[src/hw/rtl/dltq_pkg.sv]
// Shared types and constants of the delta list timer queue.
package dltq_pkg;

  localparam int unsigned QUEUE_DEPTH = 16;
  localparam int unsigned IDX_W = $clog2(QUEUE_DEPTH);
  localparam int unsigned CNT_W = $clog2(QUEUE_DEPTH + 1);
  localparam int unsigned ACC_W = 32 + CNT_W;

  localparam logic OP_ENQUEUE = 1'b0;
  localparam logic OP_TICK    = 1'b1;

  localparam logic [1:0] ST_TICK_DONE = 2'd0;
  localparam logic [1:0] ST_ENQUEUED  = 2'd1;
  localparam logic [1:0] ST_TOO_LONG  = 2'd2;
  localparam logic [1:0] ST_FULL      = 2'd3;

  typedef struct packed {
    logic [31:0] cookie;
    logic [15:0] tag;
    logic [31:0] delta;
  } entry_t;

  typedef struct packed {
    logic             we;
    logic [IDX_W-1:0] waddr;
    entry_t           wdata;
    logic [IDX_W-1:0] raddr;
  } mem_req_t;

  typedef struct packed {
    logic [1:0]       status;
    logic             fired;
    logic [15:0]      tag;
    logic [31:0]      cookie;
    logic [CNT_W-1:0] count;
  } res_t;

endpackage

[src/hw/rtl/dltq_store.sv]
// Timer entry memory: one write and one registered read per cycle.
module dltq_store (
  input  logic                     clk_i,
  input  dltq_pkg::mem_req_t       req_i,
  output dltq_pkg::entry_t         rdata_o
);
  import dltq_pkg::*;

  entry_t mem [QUEUE_DEPTH];

  always_ff @(posedge clk_i) begin
    if (req_i.we) begin
      mem[req_i.waddr] <= req_i.wdata;
    end
    rdata_o <= mem[req_i.raddr];
  end

endmodule

[src/hw/rtl/dltq_ctrl.sv]
// Sequencer for enqueue walk and shift, tick countdown and head pop.
module dltq_ctrl (
  input  logic               clk_i,
  input  logic               rst_ni,
  input  logic               req_valid_i,
  output logic               req_ready_o,
  input  logic               opcode_i,
  input  logic [31:0]        delay_us_i,
  input  logic [15:0]        tag_i,
  input  logic [31:0]        cookie_i,
  input  logic [15:0]        tpm_i,
  output dltq_pkg::mem_req_t mem_req_o,
  input  dltq_pkg::entry_t   mem_rdata_i,
  output logic               res_valid_o,
  input  logic               res_ready_i,
  output dltq_pkg::res_t     res_o
);
  import dltq_pkg::*;

  typedef enum logic [11:0] {
    S_IDLE = 12'b000000000001,
    S_MUL  = 12'b000000000010,
    S_CHK  = 12'b000000000100,
    S_WRD  = 12'b000000001000,
    S_WCMP = 12'b000000010000,
    S_SRD  = 12'b000000100000,
    S_SWR  = 12'b000001000000,
    S_FIX  = 12'b000010000000,
    S_NEW  = 12'b000100000000,
    S_POP2 = 12'b001000000000,
    S_POP3 = 12'b010000000000,
    S_DONE = 12'b100000000000
  } state_e;

  state_e state_q, state_d;
  logic [CNT_W-1:0] n_q, n_d;
  logic [IDX_W-1:0] head_q, head_d;
  logic [31:0] cd_q, cd_d;
  logic [31:0] hd_q, hd_d;
  logic [31:0] delay_q, delay_d;
  logic [15:0] tag_q, tag_d;
  logic [31:0] cookie_q, cookie_d;
  logic [47:0] ticks_q, ticks_d;
  logic [32:0] target_q, target_d;
  logic [ACC_W-1:0] acc_q, acc_d, last_q, last_d;
  logic [CNT_W-1:0] k_q, k_d, i_q, i_d, j_q, j_d;
  entry_t brk_q, brk_d;
  res_t res_q, res_d;

  logic [31:0] tk;
  logic [31:0] elapsed;
  logic [31:0] diff;
  logic [31:0] cdm;
  logic [ACC_W-1:0] acc_n;

  assign req_ready_o = (state_q == S_IDLE);
  assign res_valid_o = (state_q == S_DONE);
  assign res_o = '{status: res_q.status, fired: res_q.fired, tag: res_q.tag,
                   cookie: res_q.cookie, count: n_q};
  assign tk = (ticks_q[31:0] == 32'd0) ? 32'd1 : ticks_q[31:0];
  assign elapsed = (hd_q > cd_q) ? (hd_q - cd_q) : 32'd0;
  assign diff = target_q[31:0] - last_q[31:0];
  assign cdm = cd_q - 32'd1;
  assign acc_n = acc_q + ACC_W'(mem_rdata_i.delta);

  always_comb begin
    state_d = state_q;
    n_d = n_q;
    head_d = head_q;
    cd_d = cd_q;
    hd_d = hd_q;
    delay_d = delay_q;
    tag_d = tag_q;
    cookie_d = cookie_q;
    ticks_d = ticks_q;
    target_d = target_q;
    acc_d = acc_q;
    last_d = last_q;
    k_d = k_q;
    i_d = i_q;
    j_d = j_q;
    brk_d = brk_q;
    res_d = res_q;
    mem_req_o = '0;
    mem_req_o.raddr = head_q;
    unique case (state_q)
      S_IDLE: begin
        if (req_valid_i) begin
          res_d = '0;
          res_d.status = ST_TICK_DONE;
          if (opcode_i == OP_ENQUEUE) begin
            delay_d = delay_us_i;
            tag_d = tag_i;
            cookie_d = cookie_i;
            state_d = S_MUL;
          end else if (cd_q == 32'd0) begin
            state_d = S_DONE;
          end else begin
            cd_d = cdm;
            if (cdm != 32'd0 || n_q == '0) begin
              state_d = S_DONE;
            end else begin
              mem_req_o.raddr = head_q;
              state_d = S_POP2;
            end
          end
        end
      end
      S_MUL: begin
        ticks_d = delay_q * tpm_i;
        state_d = S_CHK;
      end
      S_CHK: begin
        if (ticks_q[47:32] != 16'd0) begin
          res_d.status = ST_TOO_LONG;
          state_d = S_DONE;
        end else if (n_q == CNT_W'(QUEUE_DEPTH)) begin
          res_d.status = ST_FULL;
          state_d = S_DONE;
        end else if (n_q == '0) begin
          mem_req_o.we = 1'b1;
          mem_req_o.waddr = head_q;
          mem_req_o.wdata = '{cookie: cookie_q, tag: tag_q, delta: tk};
          cd_d = tk;
          hd_d = tk;
          n_d = CNT_W'(1);
          res_d.status = ST_ENQUEUED;
          state_d = S_DONE;
        end else begin
          target_d = {1'b0, tk} + {1'b0, elapsed};
          k_d = '0;
          acc_d = '0;
          last_d = '0;
          state_d = S_WRD;
        end
      end
      S_WRD: begin
        mem_req_o.raddr = head_q + k_q[IDX_W-1:0];
        state_d = S_WCMP;
      end
      S_WCMP: begin
        acc_d = acc_n;
        if (acc_n > ACC_W'(target_q)) begin
          brk_d = mem_rdata_i;
          i_d = k_q;
          j_d = n_q;
          state_d = (n_q >= k_q + CNT_W'(2)) ? S_SRD : S_FIX;
        end else begin
          last_d = acc_n;
          k_d = k_q + CNT_W'(1);
          if (k_q + CNT_W'(1) == n_q) begin
            i_d = n_q;
            state_d = S_NEW;
          end else begin
            state_d = S_WRD;
          end
        end
      end
      S_SRD: begin
        mem_req_o.raddr = head_q + j_q[IDX_W-1:0] - IDX_W'(1);
        state_d = S_SWR;
      end
      S_SWR: begin
        mem_req_o.we = 1'b1;
        mem_req_o.waddr = head_q + j_q[IDX_W-1:0];
        mem_req_o.wdata = mem_rdata_i;
        j_d = j_q - CNT_W'(1);
        state_d = (j_q - CNT_W'(1) >= i_q + CNT_W'(2)) ? S_SRD : S_FIX;
      end
      S_FIX: begin
        mem_req_o.we = 1'b1;
        mem_req_o.waddr = head_q + i_q[IDX_W-1:0] + IDX_W'(1);
        mem_req_o.wdata = '{cookie: brk_q.cookie, tag: brk_q.tag,
                            delta: brk_q.delta - diff};
        state_d = S_NEW;
      end
      S_NEW: begin
        mem_req_o.we = 1'b1;
        mem_req_o.waddr = head_q + i_q[IDX_W-1:0];
        mem_req_o.wdata = '{cookie: cookie_q, tag: tag_q, delta: diff};
        if (i_q == '0) begin
          cd_d = tk;
          hd_d = diff;
        end
        n_d = n_q + CNT_W'(1);
        res_d.status = ST_ENQUEUED;
        state_d = S_DONE;
      end
      S_POP2: begin
        res_d.fired = 1'b1;
        res_d.tag = mem_rdata_i.tag;
        res_d.cookie = mem_rdata_i.cookie;
        head_d = head_q + IDX_W'(1);
        n_d = n_q - CNT_W'(1);
        mem_req_o.raddr = head_q + IDX_W'(1);
        state_d = (n_q == CNT_W'(1)) ? S_DONE : S_POP3;
      end
      S_POP3: begin
        hd_d = mem_rdata_i.delta;
        cd_d = (mem_rdata_i.delta == 32'd0) ? 32'd1 : mem_rdata_i.delta;
        state_d = S_DONE;
      end
      S_DONE: begin
        if (res_ready_i) begin
          state_d = S_IDLE;
        end
      end
      default: begin
        state_d = S_IDLE;
      end
    endcase
  end

  always_ff @(posedge clk_i or negedge rst_ni) begin
    if (!rst_ni) begin
      state_q <= S_IDLE;
      n_q <= '0;
      head_q <= '0;
      cd_q <= '0;
      hd_q <= '0;
    end else begin
      state_q <= state_d;
      n_q <= n_d;
      head_q <= head_d;
      cd_q <= cd_d;
      hd_q <= hd_d;
    end
  end

  always_ff @(posedge clk_i) begin
    delay_q <= delay_d;
    tag_q <= tag_d;
    cookie_q <= cookie_d;
    ticks_q <= ticks_d;
    target_q <= target_d;
    acc_q <= acc_d;
    last_q <= last_d;
    k_q <= k_d;
    i_q <= i_d;
    j_q <= j_d;
    brk_q <= brk_d;
    res_q <= res_d;
  end

endmodule

[src/hw/rtl/delta_list_timer_queue_top.sv]
// Top level of the delta list timer queue: ports, configuration and output register.
//
// One request enters on the s_axis side: tuser is the opcode (0 enqueue, 1 tick),
// tdata carries delay_us, callback_tag and cookie. Each request gives exactly one
// response on the m_axis side: tuser is the status, tdata carries fired, the
// expired tag and cookie, and the pending count.
// A tick counts a running countdown down and pops the head when it reaches zero. An
// enqueue multiplies the delay by ticks per microsecond and is rejected if too long
// or the queue is full; into an empty queue it is written at once, else the walk and
// shift sequencer walks the entries in the entry memory, moves the later ones up,
// adjusts the entry after the new one when there is one, and writes the new entry.
// A new request is taken once the previous one is finished, while its response
// still waits in the output register. When the receiver stalls, the response
// holds and the next finished response waits in the sequencer.
// Reset empties the queue, clears the countdown and sets ticks per microsecond
// to one. cfg_we_i writes ticks per microsecond; write it only while idle.
module delta_list_timer_queue_top (
  input  logic        clk_i,
  input  logic        rst_ni,
  input  logic        cfg_we_i,
  input  logic [15:0] cfg_wdata_i,
  input  logic        s_axis_tvalid,
  output logic        s_axis_tready,
  input  logic [79:0] s_axis_tdata,  // delay_us[31:0], callback_tag[47:32], cookie[79:48]
  input  logic        s_axis_tuser,  // opcode
  output logic        m_axis_tvalid,
  input  logic        m_axis_tready,
  output logic [55:0] m_axis_tdata,  // fired[0], fired_tag[16:1], fired_cookie[48:17],
                                     // queue_count[53:49], zero fill
  output logic [1:0]  m_axis_tuser   // status
);
  import dltq_pkg::*;

  logic [15:0] tpm_q;
  mem_req_t mem_req;
  entry_t mem_rdata;
  logic res_valid;
  logic res_ready;
  res_t res;
  logic out_valid_q;
  res_t out_q;

  always_ff @(posedge clk_i or negedge rst_ni) begin
    if (!rst_ni) begin
      tpm_q <= 16'd1;
    end else if (cfg_we_i) begin
      tpm_q <= cfg_wdata_i;
    end
  end

  dltq_store u_store (
    .clk_i   (clk_i),
    .req_i   (mem_req),
    .rdata_o (mem_rdata)
  );

  dltq_ctrl u_ctrl (
    .clk_i       (clk_i),
    .rst_ni      (rst_ni),
    .req_valid_i (s_axis_tvalid),
    .req_ready_o (s_axis_tready),
    .opcode_i    (s_axis_tuser),
    .delay_us_i  (s_axis_tdata[31:0]),
    .tag_i       (s_axis_tdata[47:32]),
    .cookie_i    (s_axis_tdata[79:48]),
    .tpm_i       (tpm_q),
    .mem_req_o   (mem_req),
    .mem_rdata_i (mem_rdata),
    .res_valid_o (res_valid),
    .res_ready_i (res_ready),
    .res_o       (res)
  );

  assign res_ready = !out_valid_q || m_axis_tready;

  always_ff @(posedge clk_i or negedge rst_ni) begin
    if (!rst_ni) begin
      out_valid_q <= 1'b0;
    end else if (res_ready) begin
      out_valid_q <= res_valid;
    end
  end

  always_ff @(posedge clk_i) begin
    if (res_ready && res_valid) begin
      out_q <= res;
    end
  end

  assign m_axis_tvalid = out_valid_q;
  assign m_axis_tuser = out_q.status;
  assign m_axis_tdata = {2'b00, out_q.count, out_q.cookie, out_q.tag, out_q.fired};

endmodule

[config.mk]
export PLATFORM = sky130hd
export DESIGN_NAME = delta_list_timer_queue_top
export DESIGN_NICKNAME = d
export VERILOG_FILES = /design/src/hw/rtl/dltq_pkg.sv /design/src/hw/rtl/dltq_store.sv /design/src/hw/rtl/dltq_ctrl.sv /design/src/hw/rtl/delta_list_timer_queue_top.sv
export SDC_FILE = /design/constraint.sdc
export NUM_CORES = 2
export LEC_CHECK = 0
export ABC_AREA = 1
export BUFFER_PORTS_ARGS = -buffer_cell sky130_fd_sc_hd__buf_2
export CAP_MARGIN = 40
export CORE_MARGIN = 2
export CORE_UTILIZATION = 60
export DETAILED_ROUTE_END_ITERATION = 16
export PLACE_DENSITY_LB_ADDON = 0.2
export SLEW_MARGIN = 20
export SYNTH_ARGS = -nofsm -noshare
export SYNTH_HDL_FRONTEND = slang
export SYNTH_SLANG_ARGS = --single-unit
[constraint.sdc]
create_clock -name clk_i -period 9.65 [get_ports clk_i]
set_input_delay 0.4825 -clock clk_i [delete_from_list [all_inputs] [get_ports clk_i]]
set_output_delay 0.4825 -clock clk_i [all_outputs]
set_load 0.005 [all_outputs]
==> summary.txt <==
Synthesis
  • Post-synth top area cell: edfxtp_1
  • Register bit total from synthesis: roughly 1900
  • Post-synth top cells: 1830 x inv_1, 1712 x edfxtp_1, 1685 x nand2_1
  • Distinct cells, synth: 63
  • Syn_area_per_cell: between 10 and 15 um2
  • Post-synthesis cell count: roughly 10000
  • Post-synth EDFFs: ~1700
  • Register area share after synthesis: between 50% and 60%
  • FFs w/ async S/R, synth: 5.39%
  • Top FF cell, synth: edfxtp_1
  • Netlist area before placement: 103000 um2
  • Dominant cells by area after synthesis: edfxtp_1 50%, fa_1 8.3%, inv_1 6.7%
  • Count leader, synth: inv_1
  • Synthesis Warnings: 0
  • Synth top area share: 49.8%

Clock tree
  • Setup Buffers After CTS: 0
  • CTS max path bufs: 3
  • Cts repair resizes: 0
  • Clock slew at reported path FFs: about 70 ps
  • TritonCTS clock tree: built
  • Htree depth: 4
  • Cell chosen for the clock root: clkbuf_16
  • Skew-Pair Late Insertion Delay: 860 ps
  • Hold buffers post-CTS: 100
  • Cts bufs inserted: ~190
  • CTS sink cnt: approximately 1900

Placed design
  • Port Buffers: around 160
  • Cell Area, Placed: 107000 um2
  • Gpl congestion: about 1.0
  • Hpwl dp: ~210000 um
  • Pre-CTS WS: approximately 3000 ps

Floorplanning
  • Die Height: 419 um
  • Die area: around 180000 um2
  • Die width: between 400 and 500 um
  • IO Pins: around 160
  • # rows: ~150
  • Core outline area: 171000 um2
  • Starting Density: roughly 60%

STA
  • Worst Max-Slew Pin Slew: between 1000 and 1500 ps
  • # setup viols final: 0
  • Min cycle time layout: between 6000 and 7000 ps
  • Final hold vios: 0
  • RSZ-0062 raised after global routing: false
  • Fin crit share: a little over two thirds
  • Worst setup margin: a little under 3000 ps
  • Clock skew: approximately 53 ps
  • Fin. max-slew vios: 0
  • Max-Slew Margin vs Limit: ~7.5%
  • FMAX: ~150 MHz
  • Setup TNS: 0 ps

Critical path
  • Critical path fanouts, max: 21
  • Worst setup SP type: register
  • Critical Path Sink Type: register
  • Worst endpoint data arrival time: about 7300 ps
  • Crit path required time: slightly above 10000 ps
  • Crit Path Class: reg -> reg

Layout
  • Final instance area: between 100000 and 150000 um2
  • Layout cells sized above 1: roughly 7.2%
  • P&R area growth vs syn: 10.4%
  • Nets: between 10000 and 15000

Routing
  • Initial DRC count: slightly above 8000
  • Pre-antenna DRT Iters: 6
  • WL/cell: 24.5 um
  • DRC: 0
  • WL final: slightly above 300000 um
  • Post-route ant nets: 0
  • Via Count: around 75000
  • Vias per cell: 5.93

Global route
  • Largest net degree at the start of global routing: 277
  • First-pass GRT wire length: roughly 460000 um
  • Antenna violations before repair: 9
  • Vias in the first global route: approximately 73000
  • Gr ovfl total: 0
  • GRT Total Usage: 35.3%

Power
  • Power per cell area: 378 nW/um2
  • Max VDD drop: 869 uV
  • Pwr Total: between 40 and 50 mW
  • P_leak: 49.6 nW

Run
  • Max-capacitance violation count: 0

Worst hold path
  • HP Class: in -> async

Run status
  • Status: finished clean
[where the power goes]
part	switching, mW	total (mW)	internal (mW)
logic	16.1	24.8	8.68
clock network	3.21	7.24	4.03
registers	0.573	11.0	10.5
total	19.9	43.1	23.2
[layer usage]
layer | up-vias | track usage, % | wire, um
met5 | - | 0 | 39
met4 | 6 | 12.7 | 12300
met3 | 654 | 7.04 | 29300
met2 | 3626 | 56.0 | 144000
met1 | 36600 | 48.5 | 125000
li1 | 34200 | - | -
[layout make-up]
type / instances / area, um2
diodes: 2 / 5.00
clock buffers: 267 / 5240
clock inverters: 90 / 872
fillers: 13000 / 57300
inverters: 1848 / 6950
multi-input cells: 5892 / 38700
flip-flops and latches: 1894 / 55600
well taps: 2233 / 2790
repair buffers: 441 / 3720
[worst max-delay path: stages (launching register included)]
cell and delay [ps]:
dfrtp_1 660, buf_4 410, nand2_1 150, fa_1 530
fa_1 540, fa_1 520, inv_1 60, fa_1 490
fa_1 520, inv_1 60, fa_1 480, inv_1 40
ha_1 350, a21oi_1 150, inv_1 70, a31oi_1 300
o21ai_0 150, a21oi_1 130, o21ai_0 230, a21oi_1 280
o21ai_0 140, xor2_1 150
[through the flow]
step | instances | util, % | hold WS (ps)
2_1_floorplan | 10100 | - | 187
3_3_place_gp | 12100 | 61.8 | 401
3_5_place_dp | 12200 | 62.3 | 405
4_1_cts | 12700 | 66.4 | 138
5_1_grt | 12700 | 66.5 | 127
6_report | 12700 | 66.5 | 133
[final timing paths]
kind                                  start                  to  slack (ps)  cells past startpoint
max                                tpm_q[2]  u_ctrl.ticks_q[44]        2920                     21
min                                  rst_ni            tpm_q[3]         130                      2
max reg2reg                        tpm_q[2]  u_ctrl.ticks_q[44]        2920                     21
min reg2reg                u_ctrl.res_o[16]    m_axis_tdata[28]         420                      0
max in group asynchronous            rst_ni     u_ctrl.cd_q[24]        8280                      5
min in group clk_i            s_axis_tvalid   u_ctrl.state_q[9]         190                      5
[placed cells by master (no fill, tap or decap), types with 17 or more instances in the layout]
master | Yosys | final
clkinv_2 | 0 | 35
o21ai_1 | 32 | 33
dfrtp_1 | 100 | 98
o221ai_1 | 18 | 18
dfxtp_1 | 80 | 80
or2_2 | 29 | 29
nor3_1 | 54 | 53
a21o_1 | 28 | 28
mux2_2 | 18 | 18
a211oi_1 | 27 | 27
buf_4 | 15 | 134
nand3_1 | 645 | 645
a21boi_0 | 17 | 17
xnor2_1 | 64 | 64
buf_12 | 0 | 23
a31oi_1 | 21 | 21
xor2_1 | 117 | 117
clkbuf_1 | 303 | 60
a21oi_1 | 636 | 636
nor4_1 | 30 | 29
clkinv_1 | 0 | 19
o21a_1 | 34 | 34
o21bai_1 | 24 | 24
buf_2 | 157 | 159
nand4_1 | 67 | 67
o21ai_0 | 573 | 569
nor2_1 | 505 | 485
inv_1 | 1830 | 1825
ha_1 | 343 | 343
edfxtp_1 | 1712 | 1712
dlygate4sd3_1 | 0 | 100
fa_1 | 426 | 426
o211ai_1 | 377 | 377
nand2_1 | 1685 | 1683
clkbuf_16 | 0 | 192
nor2_4 | 4 | 22
[cell families after synthesis]
family | synth area share (%)
AND/OR/NAND/NOR | 12.4
buffers and inverters | 8.88
flip-flops | 53.9
AO/OA/AOI/OAI | 10.6
adder cells (fa/ha/maj) | 12.4
XOR/XNOR | 1.54
multiplexers | 0.196
other | 0.00363
[registers in the layout, indices dropped and copies added, names as in the netlist, 12 cells and up]
register and flops:
u_store.mem 1280, u_ctrl.hd_q 32, tpm_q 16, u_ctrl.brk_q 80, u_ctrl.tag_q 16, u_ctrl.last_q 32
u_ctrl.delay_q 32, u_ctrl.acc_q 37, u_ctrl.state_q 12, u_store.rdata_o 80, u_ctrl.ticks_q 48, m_axis_tdata 54
u_ctrl.cookie_q 32, u_ctrl.target_q 33, u_ctrl.res_o 51, u_ctrl.cd_q 32
No activity file was read; power rests on OpenSTA's default activity.
